[src/hdl/btl_pkg.sv]
// Shared types, character codes and keyword table for the BASIC token lexer.
`default_nettype none

package btl_pkg;

  localparam int unsigned PROGRAM_BYTES = 16384;
  localparam int unsigned TOKEN_MAX     = 79;

  localparam int unsigned POS_W   = 14;
  localparam int unsigned LEN_W   = 7;
  localparam int unsigned POS_MAX = (2 ** POS_W) - 1;
  localparam int unsigned LEN_MAX = (2 ** LEN_W) - 1;
  localparam int unsigned PREFIX_W = 48;
  localparam int unsigned KW_CHARS = 6;
  localparam int unsigned KW_NUM   = 12;

  localparam int unsigned FIFO_DEPTH = 4;
  localparam int unsigned FIFO_PTR_W = $clog2(FIFO_DEPTH);
  localparam int unsigned FIFO_CNT_W = $clog2(FIFO_DEPTH + 1);

  localparam logic [7:0] CH_NUL   = 8'h00;
  localparam logic [7:0] CH_TAB   = 8'h09;
  localparam logic [7:0] CH_LF    = 8'h0a;
  localparam logic [7:0] CH_CR    = 8'h0d;
  localparam logic [7:0] CH_SPACE = 8'h20;
  localparam logic [7:0] CH_QUOTE = 8'h22;
  localparam logic [7:0] CASE_BIT = 8'h20;

  localparam logic [3:0] KW_NONE = 4'd0;

  typedef enum logic [3:0] {
    KIND_SYMBOL   = 4'd0,
    KIND_VARIABLE = 4'd1,
    KIND_NUMBER   = 4'd2,
    KIND_KEYWORD  = 4'd3,
    KIND_STRING   = 4'd4,
    KIND_EOL      = 4'd5,
    KIND_END      = 4'd6,
    KIND_INVALID  = 4'd7,
    KIND_UNTERM   = 4'd8
  } btl_kind_e;

  typedef enum logic [5:0] {
    MODE_IDLE   = 6'b000001,
    MODE_NUMBER = 6'b000010,
    MODE_WORD   = 6'b000100,
    MODE_STRING = 6'b001000,
    MODE_CR     = 6'b010000,
    MODE_DONE   = 6'b100000
  } btl_mode_e;

  typedef struct packed {
    btl_kind_e          kind;
    logic [3:0]         kw;
    logic [POS_W-1:0]   start;
    logic [LEN_W-1:0]   len;
    logic [7:0]         fc;
    logic               last;
  } btl_result_t;

  // up to two results produced by one byte, in order
  typedef struct packed {
    logic [1:0]  n;
    btl_result_t r0;
    btl_result_t r1;
  } btl_push_t;

  // keywords packed big-endian, folded to lower case
  localparam logic [PREFIX_W-1:0] KW_PACK [KW_NUM] = '{
    48'h00_70_72_69_6e_74,  // print
    48'h00_69_6e_70_75_74,  // input
    48'h00_00_00_00_69_66,  // if
    48'h00_00_74_68_65_6e,  // then
    48'h00_00_67_6f_74_6f,  // goto
    48'h00_00_00_66_6f_72,  // for
    48'h00_00_6e_65_78_74,  // next
    48'h00_00_00_00_74_6f,  // to
    48'h00_67_6f_73_75_62,  // gosub
    48'h72_65_74_75_72_6e,  // return
    48'h00_00_00_65_6e_64,  // end
    48'h00_00_00_72_65_6d   // rem
  };

  localparam logic [LEN_W-1:0] KW_LEN [KW_NUM] = '{
    7'd5, 7'd5, 7'd2, 7'd4, 7'd4, 7'd3, 7'd4, 7'd2, 7'd5, 7'd6, 7'd3, 7'd3
  };

  function automatic logic [3:0] kw_lookup(logic [PREFIX_W-1:0] prefix,
                                           logic [LEN_W-1:0] count);
    logic [3:0] code;
    code = KW_NONE;
    for (int k = 0; k < KW_NUM; k++) begin
      if (count == KW_LEN[k] && prefix == KW_PACK[k]) begin
        code = 4'(k + 1);
      end
    end
    return code;
  endfunction

  function automatic logic is_op(logic [7:0] b);
    logic hit;
    case (b)
      8'h2b, 8'h2d, 8'h2a, 8'h5e, 8'h2f, 8'h25, 8'h3d,
      8'h3b, 8'h28, 8'h29, 8'h2c, 8'h3e, 8'h3c: hit = 1'b1;
      default: hit = 1'b0;
    endcase
    return hit;
  endfunction

  // bytes that close a number or a word
  function automatic logic is_stop(logic [7:0] b);
    logic hit;
    case (b)
      CH_NUL, CH_TAB, CH_LF, CH_CR, CH_SPACE,
      8'h3b, 8'h2c, 8'h2b, 8'h2d, 8'h3c, 8'h3e, 8'h2f,
      8'h2a, 8'h25, 8'h5e, 8'h3d, 8'h28, 8'h29: hit = 1'b1;
      default: hit = 1'b0;
    endcase
    return hit;
  endfunction

endpackage

`default_nettype wire

[src/hdl/btl_core.sv]
// Lexer state and per-byte classification; yields up to two token results.
`default_nettype none

module btl_core #(
  parameter int unsigned ProgramBytes = btl_pkg::PROGRAM_BYTES,
  parameter int unsigned TokenMax     = btl_pkg::TOKEN_MAX
) (
  input  wire logic               clk_i,
  input  wire logic               rst_ni,
  input  wire logic               fire_i,
  input  wire logic [7:0]         byte_i,
  output btl_pkg::btl_push_t      push_o
);
  import btl_pkg::*;

  localparam int unsigned PosLimitInt = (ProgramBytes - 1 < POS_MAX) ? ProgramBytes - 1 : POS_MAX;
  localparam int unsigned LenLimitInt = (TokenMax < LEN_MAX) ? TokenMax : LEN_MAX;
  localparam logic [POS_W-1:0] PosLimit = POS_W'(PosLimitInt);
  localparam logic [LEN_W-1:0] LenLimit = LEN_W'(LenLimitInt);

  btl_mode_e            mode_q, mode_d;
  logic [POS_W-1:0]     pos_q, pos_d;
  logic [POS_W-1:0]     start_q, start_d;
  logic [LEN_W-1:0]     cnt_q, cnt_d;
  logic [7:0]           fc_q, fc_d;
  logic [PREFIX_W-1:0]  prefix_q, prefix_d;

  logic                 p_vld, i_vld, run_idle;
  btl_result_t          p_res, i_res;
  logic [LEN_W-1:0]     cnt_inc;
  logic [7:0]           b, fb;
  logic [3:0]           kw;

  assign b       = byte_i;
  assign cnt_inc = (cnt_q < LenLimit) ? cnt_q + LEN_W'(1) : cnt_q;
  assign fb      = (b >= 8'h41 && b <= 8'h5a) ? (b | CASE_BIT) : b;
  assign kw      = kw_lookup(prefix_q, cnt_q);

  always_comb begin
    mode_d   = mode_q;
    start_d  = start_q;
    cnt_d    = cnt_q;
    fc_d     = fc_q;
    prefix_d = prefix_q;
    p_vld    = 1'b0;
    i_vld    = 1'b0;
    run_idle = 1'b0;
    p_res    = '0;
    i_res    = '0;
    p_res.start = start_q;
    p_res.len   = cnt_q;
    p_res.fc    = fc_q;
    i_res.start = pos_q;
    i_res.len   = LEN_W'(1);
    i_res.fc    = b;

    case (mode_q)
      MODE_NUMBER: begin
        if (is_stop(b)) begin
          p_vld      = 1'b1;
          p_res.kind = KIND_NUMBER;
          run_idle   = 1'b1;
        end else begin
          cnt_d = cnt_inc;
        end
      end
      MODE_WORD: begin
        if (is_stop(b)) begin
          p_vld      = 1'b1;
          p_res.kind = (kw != KW_NONE) ? KIND_KEYWORD : KIND_VARIABLE;
          p_res.kw   = kw;
          run_idle   = 1'b1;
        end else begin
          if (cnt_q < LEN_W'(KW_CHARS)) begin
            prefix_d = {prefix_q[PREFIX_W-9:0], fb};
          end
          cnt_d = cnt_inc;
        end
      end
      MODE_STRING: begin
        if (b == CH_QUOTE) begin
          p_vld      = 1'b1;
          p_res.kind = KIND_STRING;
          mode_d     = MODE_IDLE;
        end else if (b == CH_CR || b == CH_NUL) begin
          p_vld      = 1'b1;
          p_res.kind = KIND_UNTERM;
          run_idle   = 1'b1;
        end else begin
          if (cnt_q == '0) begin
            fc_d = b;
          end
          cnt_d = cnt_inc;
        end
      end
      MODE_CR: begin
        p_vld    = 1'b1;
        p_res.fc = CH_CR;
        mode_d   = MODE_IDLE;
        if (b == CH_LF) begin
          p_res.kind = KIND_EOL;
          p_res.len  = LEN_W'(2);
        end else begin
          p_res.kind = KIND_INVALID;
          p_res.len  = LEN_W'(1);
          run_idle   = 1'b1;
        end
      end
      MODE_DONE: begin
      end
      default: begin
        run_idle = 1'b1;
      end
    endcase

    if (run_idle) begin
      mode_d = MODE_IDLE;
      if (b == CH_NUL) begin
        i_vld      = 1'b1;
        i_res.kind = KIND_END;
        i_res.len  = '0;
        i_res.fc   = CH_NUL;
        mode_d     = MODE_DONE;
      end else if (b == CH_SPACE || b == CH_TAB) begin
        // whitespace between tokens
      end else if (b == CH_CR) begin
        start_d = pos_q;
        mode_d  = MODE_CR;
      end else if (b == CH_LF) begin
        i_vld      = 1'b1;
        i_res.kind = KIND_EOL;
      end else if (is_op(b)) begin
        i_vld      = 1'b1;
        i_res.kind = KIND_SYMBOL;
      end else if (b == CH_QUOTE) begin
        start_d = pos_q;
        cnt_d   = '0;
        fc_d    = CH_NUL;
        mode_d  = MODE_STRING;
      end else if (b >= 8'h30 && b <= 8'h39) begin
        start_d = pos_q;
        cnt_d   = LEN_W'(1);
        fc_d    = b;
        mode_d  = MODE_NUMBER;
      end else if ((b >= 8'h41 && b <= 8'h5a) || (b >= 8'h61 && b <= 8'h7a)) begin
        start_d  = pos_q;
        cnt_d    = LEN_W'(1);
        fc_d     = b;
        prefix_d = {{(PREFIX_W-8){1'b0}}, b | CASE_BIT};
        mode_d   = MODE_WORD;
      end else begin
        i_vld      = 1'b1;
        i_res.kind = KIND_INVALID;
      end
    end

    pos_d = (pos_q < PosLimit) ? pos_q + POS_W'(1) : pos_q;
  end

  always_comb begin
    push_o.n       = fire_i ? (2'(p_vld) + 2'(i_vld)) : 2'd0;
    push_o.r0      = p_vld ? p_res : i_res;
    push_o.r0.last = !(p_vld && i_vld);
    push_o.r1      = i_res;
    push_o.r1.last = 1'b1;
  end

  always_ff @(posedge clk_i or negedge rst_ni) begin
    if (!rst_ni) begin
      mode_q   <= MODE_IDLE;
      pos_q    <= '0;
      start_q  <= '0;
      cnt_q    <= '0;
      fc_q     <= '0;
      prefix_q <= '0;
    end else if (fire_i) begin
      mode_q   <= mode_d;
      pos_q    <= pos_d;
      start_q  <= start_d;
      cnt_q    <= cnt_d;
      fc_q     <= fc_d;
      prefix_q <= prefix_d;
    end
  end

`ifndef SYNTH
  a_done_silent: assert property (@(posedge clk_i) disable iff (!rst_ni)
    (fire_i && mode_q == MODE_DONE) |-> push_o.n == 2'd0)
    else $error("token emitted after end of program");

  a_nul_ends: assert property (@(posedge clk_i) disable iff (!rst_ni)
    (fire_i && byte_i == CH_NUL) |=> mode_q == MODE_DONE)
    else $error("NUL byte did not end the program");

  a_pair_order: assert property (@(posedge clk_i) disable iff (!rst_ni)
    push_o.n == 2'd2 |-> (!push_o.r0.last && push_o.r1.kind != KIND_NUMBER &&
                          push_o.r1.kind != KIND_VARIABLE && push_o.r1.kind != KIND_KEYWORD))
    else $error("bad ordering of a two-token transfer");
`endif

endmodule

`default_nettype wire

[src/hdl/btl_fifo.sv]
// Result queue: takes up to two tokens per cycle, hands out one per transfer.
`default_nettype none

module btl_fifo (
  input  wire logic                    clk_i,
  input  wire logic                    rst_ni,
  input  wire btl_pkg::btl_push_t      push_i,
  output logic                         room_o,
  output btl_pkg::btl_result_t         head_o,
  output logic                         out_valid_o,
  input  wire logic                    out_stall_i
);
  import btl_pkg::*;

  btl_result_t             q [FIFO_DEPTH];
  logic [FIFO_PTR_W-1:0]   wr_ptr_q, wr_ptr_d, rd_ptr_q, rd_ptr_d;
  logic [FIFO_CNT_W-1:0]   count_q, count_d;
  logic                    pop;

  assign out_valid_o = (count_q != '0);
  assign head_o      = q[rd_ptr_q];
  assign pop         = out_valid_o && !out_stall_i;
  // room for a worst-case pair, regardless of a pop this cycle
  assign room_o      = (count_q <= FIFO_CNT_W'(FIFO_DEPTH - 2));

  assign wr_ptr_d = wr_ptr_q + FIFO_PTR_W'(push_i.n);
  assign rd_ptr_d = rd_ptr_q + FIFO_PTR_W'(pop);
  assign count_d  = count_q + FIFO_CNT_W'(push_i.n) - FIFO_CNT_W'(pop);

  always_ff @(posedge clk_i or negedge rst_ni) begin
    if (!rst_ni) begin
      wr_ptr_q <= '0;
      rd_ptr_q <= '0;
      count_q  <= '0;
    end else begin
      wr_ptr_q <= wr_ptr_d;
      rd_ptr_q <= rd_ptr_d;
      count_q  <= count_d;
    end
  end

  always_ff @(posedge clk_i) begin
    if (push_i.n != 2'd0) begin
      q[wr_ptr_q] <= push_i.r0;
    end
    if (push_i.n == 2'd2) begin
      q[wr_ptr_q + FIFO_PTR_W'(1)] <= push_i.r1;
    end
  end

`ifndef SYNTH
  a_no_overflow: assert property (@(posedge clk_i) disable iff (!rst_ni)
    count_q <= FIFO_CNT_W'(FIFO_DEPTH))
    else $error("result queue overflow");

  a_push_room: assert property (@(posedge clk_i) disable iff (!rst_ni)
    push_i.n != 2'd0 |-> room_o)
    else $error("push without room for a pair");

  a_count_track: assert property (@(posedge clk_i) disable iff (!rst_ni)
    1'b1 |=> count_q == FIFO_CNT_W'($past(count_q) + FIFO_CNT_W'($past(push_i.n))
                                    - FIFO_CNT_W'($past(pop))))
    else $error("queue fill count out of step with transfers");
`endif

endmodule

`default_nettype wire

[src/hdl/basic_token_lexer.sv]
// BASIC token lexer top level: input register, lexer core and result queue.
//
// Input channel: text_byte_i with in_valid_i / in_stall_o, one byte per
// transfer; byte 0 ends the program and produces the end token.
// Output channel: one token descriptor per transfer on out_valid_o /
// out_stall_i; last_of_run_o marks the final token caused by a byte.
// A byte is held in the input register and lexed once the result queue
// has room for two tokens; its tokens are written into the queue and can be taken from there.
// Numbers and words are reported when their delimiter byte is lexed.
// Throughput is one byte per cycle while the queue has room; a byte
// that closes a token and also forms another yields two tokens, and the
// single-token output port then sets the pace. The four-entry result queue
// lets the lexer run as long as it has room for two tokens, so in_stall_o
// rises only once the receiver has left three or more tokens waiting.
// Reset clears the lexer to its idle state at byte offset zero and empties
// the queue. After the end token all further bytes are taken and dropped
// until reset.
`default_nettype none

module basic_token_lexer #(
  parameter int unsigned ProgramBytes = btl_pkg::PROGRAM_BYTES,
  parameter int unsigned TokenMax     = btl_pkg::TOKEN_MAX
) (
  input  wire logic                          clk_i,
  input  wire logic                          rst_ni,
  input  wire logic                          in_valid_i,
  output logic                               in_stall_o,
  input  wire logic [7:0]                    text_byte_i,
  output logic                               out_valid_o,
  input  wire logic                          out_stall_i,
  output logic [3:0]                         token_kind_o,
  output logic [3:0]                         keyword_code_o,
  output logic [btl_pkg::POS_W-1:0]          start_offset_o,
  output logic [btl_pkg::LEN_W-1:0]          token_length_o,
  output logic [7:0]                         first_char_o,
  output logic                               last_of_run_o
);
  import btl_pkg::*;

  logic         in_valid_q, in_valid_d;
  logic [7:0]   byte_q;
  logic         room, fire, load;
  btl_push_t    push;
  btl_result_t  head;

  assign fire       = in_valid_q && room;
  assign in_stall_o = in_valid_q && !room;
  assign load       = in_valid_i && !in_stall_o;
  assign in_valid_d = load ? 1'b1 : (fire ? 1'b0 : in_valid_q);

  always_ff @(posedge clk_i or negedge rst_ni) begin
    if (!rst_ni) begin
      in_valid_q <= 1'b0;
    end else begin
      in_valid_q <= in_valid_d;
    end
  end

  always_ff @(posedge clk_i) begin
    if (load) begin
      byte_q <= text_byte_i;
    end
  end

  btl_core #(
    .ProgramBytes (ProgramBytes),
    .TokenMax     (TokenMax)
  ) u_core (
    .clk_i  (clk_i),
    .rst_ni (rst_ni),
    .fire_i (fire),
    .byte_i (byte_q),
    .push_o (push)
  );

  btl_fifo u_fifo (
    .clk_i       (clk_i),
    .rst_ni      (rst_ni),
    .push_i      (push),
    .room_o      (room),
    .head_o      (head),
    .out_valid_o (out_valid_o),
    .out_stall_i (out_stall_i)
  );

  assign token_kind_o   = head.kind;
  assign keyword_code_o = head.kw;
  assign start_offset_o = head.start;
  assign token_length_o = head.len;
  assign first_char_o   = head.fc;
  assign last_of_run_o  = head.last;

endmodule

`default_nettype wire

[config.mk]
export PLATFORM = sky130hd
export DESIGN_NAME = basic_token_lexer
export DESIGN_NICKNAME = d
export VERILOG_FILES = /design/src/hdl/btl_pkg.sv /design/src/hdl/btl_core.sv /design/src/hdl/btl_fifo.sv /design/src/hdl/basic_token_lexer.sv
export SDC_FILE = /design/constraint.sdc
export NUM_CORES = 1
export LEC_CHECK = 0
export ABC_AREA = 1
export BUFFER_PORTS_ARGS = -buffer_cell sky130_fd_sc_hd__buf_2
export CORE_ASPECT_RATIO = 2
export CORE_UTILIZATION = 56
export CTS_CLUSTER_DIAMETER = 40
export DETAILED_ROUTE_END_ITERATION = 6
export MAX_ROUTING_LAYER = met4
export PLACE_DENSITY = 0.76
export SYNTH_ARGS = -nofsm -noshare
export SYNTH_HDL_FRONTEND = slang
export SYNTH_SLANG_ARGS = --single-unit
[constraint.sdc]
create_clock -name clk_i -period 3.6 [get_ports clk_i]
set_input_delay 0 -clock clk_i [delete_from_list [all_inputs] [get_ports clk_i]]
set_output_delay 0 -clock clk_i [all_outputs]
set_load 0.05 [all_outputs]
==> report_table.html <==
<table>
<tr><th>Metric</th><th>Value</th></tr>
<tr><th colspan="2">Power</th></tr>
<tr><td>Power density over cell area</td><td>871 nW/um^2</td></tr>
<tr><td>Clock power share</td><td>19.9%</td></tr>
<tr><td>Psw</td><td>0.00658 W</td></tr>
<tr><td>Share of total power in sequential cells</td><td>30.7%</td></tr>
<tr><td>Switching fraction of total power</td><td>48.0%</td></tr>
<tr><td>Max rail drop VDD</td><td>0.736 mV</td></tr>
<tr><td>Tot Pwr</td><td>0.0137 W</td></tr>
<tr><td>Internal power summed over all cells</td><td>0.00714 W</td></tr>
<tr><td>Static Leakage</td><td>6.70 nW</td></tr>
<tr><td>Relative contribution of combinational cells to total power</td><td>49.4%</td></tr>
<tr><th colspan="2">Timing</th></tr>
<tr><td>Slew of the pin with the lowest slew margin</td><td>0.960 ns</td></tr>
<tr><td>Fin. max-slew vios</td><td>0</td></tr>
<tr><td>Worst setup skew after layout</td><td>0.0209 ns</td></tr>
<tr><td>Final setup violation count</td><td>0</td></tr>
<tr><td>Slack of the critical path</td><td>0.0591 ns</td></tr>
<tr><td>Setup repair after global routing missed its margin</td><td>yes</td></tr>
<tr><td>Final Hold Vio Count</td><td>0</td></tr>
<tr><td>Final Cycle Share</td><td>98.4%</td></tr>
<tr><td>Worst rel slew slack</td><td>35.9%</td></tr>
<tr><td>Highest clock rate</td><td>282 MHz</td></tr>
<tr><td>Fin crit period</td><td>3.54 ns</td></tr>
<tr><td>Tightest hold margin</td><td>0.0181 ns</td></tr>
<tr><th colspan="2">Critical path</th></tr>
<tr><td>Most Frequent Cell on Critical Path</td><td>sky130_fd_sc_hd__inv_2</td></tr>
<tr><td>Ordered cell list for the critical path</td><td>buf_6 &gt; nand4_1 &gt; buf_4 &gt; nor2_4 &gt; nor3_2 &gt; nand3_2 &gt; nand2_2 &gt; nand3_2 &gt; nand2_2 &gt; inv_2 &gt; ha_4 &gt; inv_2 &gt; nor2_2 &gt; inv_1 &gt; ha_1 &gt; inv_1 &gt; ha_2 &gt; inv_2 &gt; fa_2 &gt; xnor2_2 &gt; xor2_1</td></tr>
<tr><td>Worst-path fanout max</td><td>7</td></tr>
<tr><td>Required time worst endpoint</td><td>4.06 ns</td></tr>
<tr><td>Max incr delay on CP</td><td>0.53 ns</td></tr>
<tr><td>Startpoint types</td><td>flip-flop</td></tr>
<tr><td>Setup Crit Path Kind</td><td>reg -&gt; reg</td></tr>
<tr><td>Data arrival time of the critical path</td><td>4.00 ns</td></tr>
<tr><td>Critical path endpoint category</td><td>flip-flop</td></tr>
<tr><td>Slowest CP cell</td><td>sky130_fd_sc_hd__edfxtp_1</td></tr>
<tr><th colspan="2">Job</th></tr>
<tr><td>Maxcap violations</td><td>0</td></tr>
<tr><th colspan="2">CTS</th></tr>
<tr><td>Cell at the root of the clock tree</td><td>sky130_fd_sc_hd__clkbuf_16</td></tr>
<tr><td>H-tree depth</td><td>1</td></tr>
<tr><td>Clk sinks</td><td>265</td></tr>
<tr><td>CTS tree</td><td>yes</td></tr>
<tr><td>Maximum number of buffers from clock root to sink</td><td>3</td></tr>
<tr><td>Worst skew pair latency</td><td>0.55 ns</td></tr>
<tr><td>Clock transition at the registers of the reported paths</td><td>0.07 ns</td></tr>
<tr><td>Clock buffers created by TritonCTS</td><td>25</td></tr>
<tr><th colspan="2">Layout</th></tr>
<tr><td>Fin area</td><td>15800 sq um</td></tr>
<tr><td>Number of fill cells in the layout</td><td>2144</td></tr>
<tr><td>Total number of nets in the final design</td><td>1823</td></tr>
<tr><td>Layout cells sized above 1</td><td>12.8%</td></tr>
<tr><td>Final core occ</td><td>64.8%</td></tr>
<tr><td>Post-synthesis to final-layout area growth</td><td>14.1%</td></tr>
<tr><td>Area taken by flip-flops and latches</td><td>6950 sq um</td></tr>
<tr><td>Multi-input gate area in the final layout</td><td>5950 sq um</td></tr>
<tr><td>Inserted Diodes</td><td>0</td></tr>
<tr><th colspan="2">Placement</th></tr>
<tr><td>Final RePlAce weighted congestion</td><td>0.988</td></tr>
<tr><td>IO buf count</td><td>51</td></tr>
<tr><td>Placed Area</td><td>14600 sq um</td></tr>
<tr><td>Post-detailed-placement half-perimeter wirelength</td><td>30.7 mm</td></tr>
<tr><td>Worst setup timing slack at the placement stage</td><td>0.00977 ns</td></tr>
<tr><th colspan="2">Floorplan</th></tr>
<tr><td>Top Ports</td><td>52</td></tr>
<tr><td>Die X</td><td>113 um</td></tr>
<tr><td>Starting utilization of the core area</td><td>56.8%</td></tr>
<tr><td>Core box area</td><td>24300 sq um</td></tr>
<tr><td>Row count</td><td>81</td></tr>
<tr><td>Overall die height</td><td>224 um</td></tr>
<tr><td>Area of the die</td><td>25300 sq um</td></tr>
<tr><th colspan="2">Synthesis</th></tr>
<tr><td>Post-synthesis instance area</td><td>13800 sq um</td></tr>
<tr><td>Portion of the post-synthesis area used by sequential elements</td><td>50.4%</td></tr>
<tr><td>Post-Syn Instances</td><td>1721</td></tr>
<tr><td>Top flip-flop cell by instance count after synthesis</td><td>sky130_fd_sc_hd__edfxtp_1</td></tr>
<tr><td>Number of unique standard cell types used by synthesis</td><td>47</td></tr>
<tr><td>Number of synthesized register bits</td><td>265</td></tr>
<tr><td>Fraction of registers with async set or reset after synthesis</td><td>39.6%</td></tr>
<tr><td>Number of warning messages in the yosys log</td><td>0</td></tr>
<tr><td>Number of enable flip-flop cells after synthesis</td><td>112</td></tr>
<tr><td>Net count after synthesis</td><td>1745</td></tr>
<tr><td>Post-Syn Area per Cell</td><td>8.02 sq um</td></tr>
<tr><th colspan="2">Run status</th></tr>
<tr><td>Status</td><td>finished clean</td></tr>
<tr><th colspan="2">GRT</th></tr>
<tr><td>Total congestion overflow after global routing</td><td>0</td></tr>
<tr><td>Global Route Usage Sum</td><td>35.1%</td></tr>
<tr><td>Global-route wire length before repair</td><td>65.5 mm</td></tr>
<tr><td>Number of antenna violations at the first check in global routing</td><td>0</td></tr>
<tr><td>Pin count of the biggest net entering global routing</td><td>78</td></tr>
<tr><td>Vias in the first global route</td><td>12700</td></tr>
<tr><th colspan="2">Routing</th></tr>
<tr><td>Vias per std cell</td><td>6.01</td></tr>
<tr><td>Number of DRC violations after detailed-routing iteration 0</td><td>1081</td></tr>
<tr><td>Remaining number of nets flagged by the antenna check after routing</td><td>0</td></tr>
<tr><td>Total length of routed wires</td><td>42.7 mm</td></tr>
<tr><td>Detailed Routing Iterations Pass 1</td><td>6</td></tr>
<tr><td>Post-detailed-route DRC marker count</td><td>0</td></tr>
<tr><td>Total number of vias</td><td>12700</td></tr>
<tr><td>Mean routed wirelength per cell</td><td>20.3 um</td></tr>
<tr><th colspan="2">Hold path</th></tr>
<tr><td>Hold Crit Class</td><td>in -&gt; async</td></tr>
</table>
critical path, delay by kind of cell, from the launching register on:
family                   cells  cell delay (ns)
adder cells (fa/ha/maj)      4             1.09
AND/OR/NAND/NOR              8             0.88
flip-flops                   1             0.53
XOR/XNOR                     2             0.39
buffers and inverters        7             0.57
placed cells by master (no fill, tap or decap), drive strengths merged, types with 11 or more instances in the layout:
| cell | count |
|---|---|
| a21oi | 22 |
| buf | 129 |
| clkbuf | 27 |
| clkinv | 16 |
| dfrtp | 104 |
| dfxtp | 48 |
| dlygate4sd3 | 11 |
| edfxtp | 112 |
| ha | 11 |
| inv | 163 |
| nand2 | 397 |
| nand3 | 71 |
| nand4 | 23 |
| nor2 | 198 |
| nor3 | 25 |
| o21ai | 229 |
| o22ai | 171 |
| xor2 | 19 |
cells in the mapped netlist (all sizes together), types with 3 or more instances:
cell type	instances	area share, %
a21boi	4	0.24
a21oi	22	0.99
a31oi	3	0.14
buf	26	1.1
clkbuf	64	1.8
clkinv	9	0.24
dfrtp	104	19
dfxtp	48	7.0
edfxtp	112	24
ha	11	1.0
inv	159	4.3
nand2	397	11
nand3	71	2.7
nand3b	4	0.22
nand4	23	1.0
nor2	198	5.4
nor3	25	1.1
o211ai	10	0.54
o21ai	229	8.3
o22ai	171	7.7
xor2	19	1.2
repair_timing:
item / in CTS / in global routing
buffers inserted: 0 / 6
hold buffers: 11 / 0
gates resized for setup: 3 / 30
hold endpoints to repair: 61 / 0
endpoints found under the setup margin: 1 / 143
pin swaps: 0 / 12
gates cloned: 0 / 1
area by class of cell:
type | instances | area share (%)
Timing Repair inverter | 1 | 0.0476
Tap cell | 290 | 2.30
Sequential cell | 265 | 44.1
Multi-Input combinational cell | 1198 | 37.7
Clock inverter | 18 | 1.31
Timing Repair Buffer | 140 | 6.39
Clock buffer | 27 | 4.02
Inverter | 168 | 4.04
metal layers:
layer	GRT usage, %	share of wire (%)	up-vias
li1	-	-	6032
met1	31.3	33	5943
met2	65.3	55	480
met3	3.54	4.4	202
met4	28.6	8.2	0
met5	-	0	-
logic make-up (layout without fill, tap and decap cells):
family	count (synthesis)	in the layout	synth area share [%]
AOI/OAI and AO/OA	441	441	18.1
xor gates and xnor gates	20	20	1.27
adders and majority gates	12	12	1.14
buffers and inverters	258	354	7.43
DFF	265	265	50.4
and+or+nand+nor	725	725	21.7
path summary, 6_finish.rpt:
kind	start	to	slack (ns)	cells after the start
min reg2reg	u_fifo.q[2][37]$_SDFFE_PP0P_	u_fifo.q[2][37]$_SDFFE_PP0P_	0.46	2
min in group clk_i	text_byte_i[2]	byte_q[2]$_DFFE_PP_	0.18	2
max in group asynchronous	rst_ni	u_core.prefix_q[21]$_DFFE_PN0P_	2.64	3
max	byte_q[3]$_DFFE_PP_	u_fifo.count_q[2]$_DFF_PN0_	0.06	21
max reg2reg	byte_q[3]$_DFFE_PP_	u_fifo.count_q[2]$_DFF_PN0_	0.06	21
min	rst_ni	u_core.start_q[13]$_DFFE_PN0P_	0.02	2
sequential cells by signal, indices dropped and copies added (netlist names):
signal,count
byte_q,8
in_valid_q,1
u_core.cnt_q,7
u_core.fc_q,8
u_core.mode_q,6
u_core.pos_q,14
u_core.prefix_q,48
u_core.start_q,14
u_fifo.count_q,3
u_fifo.q,152
u_fifo.rd_ptr_q,2
u_fifo.wr_ptr_q,2
metrics by stage:
step	instances	setup TNS [ns]
after CTS	2100	0
final	2107	0
after floorplan	1721	0
after global routing	2107	-0.0445
after global placement	2044	0
after detailed placement	2044	0
power by group through the flow:
stage | registers (W) | logic, W | clock network [W]
global route | 0.00426 | 0.00732 | 0.00286
CTS | 0.00419 | 0.00661 | 0.00275
finish | 0.00421 | 0.00678 | 0.00273
global placement | 0.00423 | 0.00648 | 0
floorplan | 0.00411 | 0.00473 | 0
detailed placement | 0.00425 | 0.00658 | 0
(Power assumes the default switching activity.)
